`config.mk`:
```
export PLATFORM = sky130hd
export DESIGN_NAME = drs_seq
export DESIGN_NICKNAME = d
export VERILOG_FILES = /design/src/rtl/core/drs_pkg.sv /design/src/rtl/core/drs_seq.sv
export VERILOG_INCLUDE_DIRS = /design/src /design/src/rtl/core
export SDC_FILE = /design/constraint.sdc
export NUM_CORES = 1
export LEC_CHECK = 0
export BUFFER_PORTS_ARGS = -buffer_cell sky130_fd_sc_hd__buf_2
export CORE_ASPECT_RATIO = 1.5
export CORE_MARGIN = 8
export CORE_UTILIZATION = 50
export DETAILED_ROUTE_END_ITERATION = 12
export PLACE_DENSITY = 0.73
export REMOVE_ABC_BUFFERS = 1
export SYNTH_ARGS = -nofsm -noshare
export SYNTH_HDL_FRONTEND = slang
export SYNTH_SLANG_ARGS = --single-unit
```
`constraint.sdc`:
```
create_clock -name clk -period 6.63 [get_ports clk]
set_input_delay 0.3315 -clock clk [delete_from_list [all_inputs] [get_ports clk]]
set_output_delay 0.3315 -clock clk [all_outputs]
set_load 0.05 [all_outputs]
```
`src/rtl/core/assert_macros.svh`:
```
// Assertion macros used by the sequencer of the rank search block.
`ifndef ASSERT_MACROS_SVH
`define ASSERT_MACROS_SVH

// Implication checked at every rising edge of clk, held off while rst_n is low.
`define ASSERT_CLK(label, prop, msg) \
    label: assert property (@(posedge clk) disable iff (!rst_n) (prop)) else $error(msg);

// Same check with no reset qualifier, for properties that also hold during reset.
`define ASSERT_ALWAYS(label, prop, msg) \
    label: assert property (@(posedge clk) (prop)) else $error(msg);

`endif

```
`src/rtl/core/drs_pkg.sv`:
```
// Package with the request and result types, codes and defaults of the rank search block.
`default_nettype none

package drs_pkg;

    localparam int TABLE_DEPTH_DEF = 1024;
    localparam int SCORE_W         = 32;
    localparam int RANK_W          = 11;
    localparam int ACTION_W        = 2;
    localparam int STATUS_W        = 2;

    localparam logic [ACTION_W-1:0] ACT_LOAD  = 2'd0;
    localparam logic [ACTION_W-1:0] ACT_QUERY = 2'd1;
    localparam logic [ACTION_W-1:0] ACT_CLEAR = 2'd2;

    localparam logic [STATUS_W-1:0] STAT_OK    = 2'd0;
    localparam logic [STATUS_W-1:0] STAT_DUP   = 2'd1;
    localparam logic [STATUS_W-1:0] STAT_FULL  = 2'd2;
    localparam logic [STATUS_W-1:0] STAT_ORDER = 2'd3;

    typedef struct packed {
        logic [ACTION_W-1:0] action;
        logic [SCORE_W-1:0]  score;
    } req_t;

    typedef struct packed {
        logic [RANK_W-1:0]   rank;
        logic [STATUS_W-1:0] status;
    } res_t;

    typedef enum logic {
        S_IDLE,
        S_SEARCH
    } drs_state_t;

endpackage

`default_nettype wire

```
`src/rtl/core/drs_seq.sv`:
```
// Sequencer that handles loads and clears and runs the binary search over the table.
`default_nettype none
`include "assert_macros.svh"

module drs_seq #(
    parameter int DEPTH = drs_pkg::TABLE_DEPTH_DEF,
    parameter int AW    = $clog2(DEPTH)
) (
    input  wire logic                        clk,
    input  wire logic                        rst_n,
    input  wire logic                        start,
    input  wire drs_pkg::req_t               request,
    output logic                             busy,
    output logic                             done,
    output drs_pkg::res_t                    result,
    output logic                             wr_en,
    output logic      [AW-1:0]               wr_addr,
    output logic      [drs_pkg::SCORE_W-1:0] wr_data,
    output logic                             rd_en,
    output logic      [AW-1:0]               rd_addr,
    input  wire logic [drs_pkg::SCORE_W-1:0] rd_data
);

    localparam int CW = $clog2(DEPTH + 1);
    localparam logic [CW-1:0] DEPTH_C = CW'(DEPTH);

    drs_pkg::drs_state_t state_reg, state_next;

    logic [CW-1:0]               lo_reg, hi_reg, mid_reg, count_reg;
    logic [CW-1:0]               lo_next, hi_next, mid_next;
    logic [drs_pkg::SCORE_W-1:0] score_reg, last_reg;
    logic                        done_reg;
    drs_pkg::res_t               result_reg, result_next;

    logic                        accept;
    logic                        go_on;
    logic                        store_ok;
    logic                        done_next;
    logic [drs_pkg::STATUS_W-1:0] load_status;
    logic [CW:0]                 rank_w;

    assign accept = start && (state_reg == drs_pkg::S_IDLE);

    // One probe per cycle: the word read last cycle narrows the window and the
    // next midpoint is sent straight to the read port.
    always_comb
    begin
        lo_next = lo_reg;
        hi_next = hi_reg;
        if (state_reg == drs_pkg::S_SEARCH)
        begin
            if (rd_data > score_reg)
            begin
                lo_next = mid_reg + 1'b1;
            end
            else
            begin
                hi_next = mid_reg;
            end
        end
        else
        begin
            lo_next = '0;
            hi_next = count_reg;
        end
        mid_next = lo_next + ((hi_next - lo_next) >> 1);
        go_on    = (lo_next < hi_next);
        rank_w   = {1'b0, lo_next} + 1'b1;
    end

    // Load outcome: order tests against the last stored score come before the full test.
    always_comb
    begin
        store_ok    = 1'b0;
        load_status = drs_pkg::STAT_OK;
        if (count_reg == '0)
        begin
            store_ok = 1'b1;
        end
        else if (request.score == last_reg)
        begin
            load_status = drs_pkg::STAT_DUP;
        end
        else if (request.score > last_reg)
        begin
            load_status = drs_pkg::STAT_ORDER;
        end
        else if (count_reg >= DEPTH_C)
        begin
            load_status = drs_pkg::STAT_FULL;
        end
        else
        begin
            store_ok = 1'b1;
        end
    end

    always_comb
    begin
        state_next = state_reg;
        unique case (state_reg)
            drs_pkg::S_IDLE:
            begin
                if (accept && (request.action == drs_pkg::ACT_QUERY) && go_on)
                begin
                    state_next = drs_pkg::S_SEARCH;
                end
            end
            drs_pkg::S_SEARCH:
            begin
                if (!go_on)
                begin
                    state_next = drs_pkg::S_IDLE;
                end
            end
            default:
            begin
                state_next = drs_pkg::S_IDLE;
            end
        endcase
    end

    always_comb
    begin
        rd_en       = 1'b0;
        wr_en       = 1'b0;
        done_next   = 1'b0;
        result_next = '0;
        unique case (state_reg)
            drs_pkg::S_IDLE:
            begin
                if (accept)
                begin
                    unique case (request.action)
                        drs_pkg::ACT_LOAD:
                        begin
                            wr_en              = store_ok;
                            done_next          = 1'b1;
                            result_next.status = load_status;
                        end
                        drs_pkg::ACT_QUERY:
                        begin
                            rd_en     = go_on;
                            done_next = !go_on;
                            result_next.rank = drs_pkg::RANK_W'(rank_w);
                        end
                        default:
                        begin
                            done_next = 1'b1;
                        end
                    endcase
                end
            end
            drs_pkg::S_SEARCH:
            begin
                rd_en     = go_on;
                done_next = !go_on;
                result_next.rank = drs_pkg::RANK_W'(rank_w);
            end
            default:
            begin
                done_next = 1'b0;
            end
        endcase
    end

    assign rd_addr = mid_next[AW-1:0];
    assign wr_addr = count_reg[AW-1:0];
    assign wr_data = request.score;

    always_ff @(posedge clk or negedge rst_n)
    begin
        if (!rst_n)
        begin
            state_reg <= drs_pkg::S_IDLE;
            count_reg <= '0;
            done_reg  <= 1'b0;
        end
        else
        begin
            state_reg <= state_next;
            done_reg  <= done_next;
            if (wr_en)
            begin
                count_reg <= count_reg + 1'b1;
            end
            else if (accept && (request.action == drs_pkg::ACT_CLEAR))
            begin
                count_reg <= '0;
            end
        end
    end

    always_ff @(posedge clk)
    begin
        if (accept)
        begin
            score_reg <= request.score;
        end
        if (wr_en)
        begin
            last_reg <= request.score;
        end
        if (rd_en)
        begin
            lo_reg  <= lo_next;
            hi_reg  <= hi_next;
            mid_reg <= mid_next;
        end
        if (done_next)
        begin
            result_reg <= result_next;
        end
    end

    assign busy   = (state_reg != drs_pkg::S_IDLE);
    assign done   = done_reg;
    assign result = result_reg;

    `ASSERT_CLK(a_count_bound, count_reg <= DEPTH_C, "entry count above table depth")
    `ASSERT_CLK(a_window_open, (state_reg == drs_pkg::S_SEARCH) |-> (lo_reg < hi_reg),
        "search running on an empty window")
    `ASSERT_CLK(a_search_ends_in_result,
        ((state_reg == drs_pkg::S_SEARCH) && !go_on) |=> (done && (state_reg == drs_pkg::S_IDLE)),
        "finished search gave no result")
    `ASSERT_CLK(a_write_only_on_load,
        wr_en |-> (accept && (request.action == drs_pkg::ACT_LOAD)),
        "table written outside a load request")

endmodule

`default_nettype wire

```
==> flow_summary_export.csv <==
group,metric,value,unit
floorplanning,core_region_area,15480,µm²
logic_synthesis,synth_adder_area_share,14.67,%
routing,wl_met1,6.976,mm
worst_setup_path,startpoint,"score_reg[31]",
timing,rsz0062_at_grt,"false",
worst_hold_path,hp-start,"request[9]",
worst_setup_path,cp-endpoint,"rd_addr[8]",
clocking,clock_sinks,123,
clocking,numCtsBuffers,17,
routing,highest_layer,"met4",
worst_setup_path,path_class,"reg -> out",
grt,grt_pass1_vias,5741,
floorplanning,start_util,50.78,%
routing,antenna_left,0,
job,cap_violations,0,
worst_setup_path,cp_slowest_stage_delay,0.42,ns
routing,firstDrtPassIters,5,
logic_synthesis,yosysSeqAreaShare,46.15,%
routing,via_per_inst,5.346,
clocking,insertion_delay,0.41,ns
timing,tns,0,ns
worst_setup_path,r2r-start,"score_reg[15]",
clocking,clkTransAtPathRegs,0.06,ns
floorplanning,io_pins,138,
logic_synthesis,ys_ff_latch,123,
worst_setup_path,crit_buf_inv,6,
worst_setup_path,cp-start-kind,"register",
run_status,outcome,"completed",
routing,route.detailed.drc,0,
worst_setup_path,critPathMaxFanout,8,
clocking,h-tree-depth,4,
logic_synthesis,syn_avg_cell_area,10.73,µm²
timing,skew,0.01158,ns
logic_synthesis,yosysWarnings,0,
logic_synthesis,syn_area,7863,µm²
clocking,cts_root_buffer,"clkbuf_16",
placement,hpwlAfterDp,13.73,mm
layout,postLayoutCoreUtil,58.42,%
timing,final-hold-violation-count,0,
worst_setup_path,end_kind,"primary output",
layout,layout_common_cells,"buf_2, edfxtp_1, inv_1",
routing,vias,5640,
routing,wl_per_cell,16.94,µm
logic_synthesis,synthTopCellsByArea,"edfxtp_1, ha_1, buf_4, inv_1, dfrtp_1",
logic_synthesis,synth_top_family_by_area,"adder cells",
routing,met2WireLength,9.594,mm
clocking,cts_tree,"built",
routing,drtIter0Drc,276,
worst_setup_path,cp.arrival,5.83,ns
layout,final_common_cell,"buf_2",
timing,finalSetupViolations,0,
logic_synthesis,synth_async_sr_flop_share,10.57,%
layout,drive_above_1_share,24.30,%
grt,grt.total_usage,17.69,%
worst_setup_path,required,6.30,ns
timing,tightest_slew,0.9148,ns
grt,grt_start_max_net_pins,34,
grt,grt_pass1_wl,28.43,mm
logic_synthesis,synth-xor-area-share,3.676,%
timing,fmax,162.3,MHz
layout,n_antenna_cell,0,
routing,totalWireLength,17.87,mm
logic_synthesis,synth_ff_type,"edfxtp_1",
worst_setup_path,cp_top_family,"adder cells",
worst_hold_path,hold_class,"in -> reg",
worst_setup_path,rr_worst_depth,26,
placement,place.gp.congestion,0.8958,
floorplanning,dieArea,20080,µm²
layout,nNetsFinal,1000,
placement,port_buffers,137,
layout,area_growth,15.05,%
grt,antenna_found_initial,0,
floorplanning,die_w,118.4,µm
timing,slew_headroom,38.88,%
timing,period_share,92.96,%
worst_setup_path,slowest_stage,"fa_1",
timing,drv_slew,0,
worst_setup_path,cpMostUsedCell,"inv_1",
logic_synthesis,synth.mux.area_fraction,2.387,%
logic_synthesis,synth_compound_area_share,11.66,%
timing,layout_min_cycle_time,6.163,ns
worst_setup_path,cp.depth,26,
logic_synthesis,synth_cells,733,
floorplanning,fp.dieH,169.6,µm
logic_synthesis,synth-edff-count,110,
logic_synthesis,ys_types,66,
logic_synthesis,yosysTopAreaCell,"edfxtp_1",
worst_setup_path,r2r_setup_slack,1.08,ns
logic_synthesis,synth_top_area_share,42.01,%
worst_setup_path,r2r-end,"mid_reg[10]",
floorplanning,fp-row-count,56,
logic_synthesis,synth-simple-area-share,11.17,%
clocking,cts_buffer_depth,2,
grt,overflow,0,
routing,wl_met3,973,µm
[cells in the mapped netlist, types with 13 or more instances]
library cell  number
edfxtp_1         110
inv_1             92
ha_1              89
a21oi_1           58
buf_4             53
nand2_1           39
nor2_1            33
o21ai_0           24
xnor2_1           24
a21o_1            20
nand4_1           19
nor2b_1           17
mux2i_1           14
dfrtp_1           13
[cells by family (layout without fill, tap and decap cells)]
kind of cell,after synthesis,in the layout
simple gates,166,166
flops,123,123
mux,18,18
xor+xnor,33,33
fa+ha+maj,91,91
buf+inv,159,278
compound gates,143,143
[worst min path at each step]
stage / endpoint / slack (ns) / cells past startpoint
6_report: score_reg[9] / 0.14 / 1
5_1_grt: score_reg[1] / 0.14 / 1
4_1_cts: score_reg[9] / 0.13 / 1
3_5_place_dp: count_reg[2] / 0.24 / 1
3_3_place_gp: count_reg[0] / 0.24 / 1
2_1_floorplan: busy / 0.04 / 0
[layout make-up]
cell class / count / area (µm²)
fillers: 1374 / 6439
flip-flops and latches: 123 / 3628
clock buffers: 18 / 429.2
well taps: 203 / 254.0
repair buffers: 153 / 810.8
inverters: 94 / 352.8
clock inverters: 13 / 122.6
multi-input cells: 451 / 3448
[routing by layer]
layer  up-vias  track usage (%)
li1       2769                -
met1      2700            18.39
met2       144            33.47
met3        27            4.362
met4         0            6.737
met5         -                0
[worst reg2reg max path, delay by kind of cell, from the launching register on]
kind / cells / cell delay, ns
compound gates: 12 / 2.15
mux: 1 / 0.17
flops: 1 / 0.32
xor+xnor: 2 / 0.26
fa+ha+maj: 3 / 1.01
simple gates: 6 / 1.14
buf+inv: 2 / 0.23
[what timing repair did]
item	4_1_cts	5_1_grt
setup buffers	0	6
hold endpoints to repair	13	0
endpoints found under the setup margin	0	3
hold buffers	1	0
gates resized for setup	0	4
[metrics by stage]
| step | hold slack, ns | setup slack (ns) | area, µm² | std cells |
|---|---|---|---|---|
| CTS | 0.1270 | 0.05202 | 8984 | 1049 |
| finish | 0.1397 | 0.4670 | 9046 | 1055 |
| global placement | 0.2437 | 0.5595 | 8422 | 1017 |
| detailed placement | 0.2448 | 0.4576 | 8422 | 1017 |
| global route | 0.1439 | 0.03578 | 9046 | 1055 |
| floorplan | 0.03591 | 0.8328 | 7407 | 668 |
Power is not shown: default switching activity piles up to over one toggle a cycle in this logic, so the estimate is an artifact.
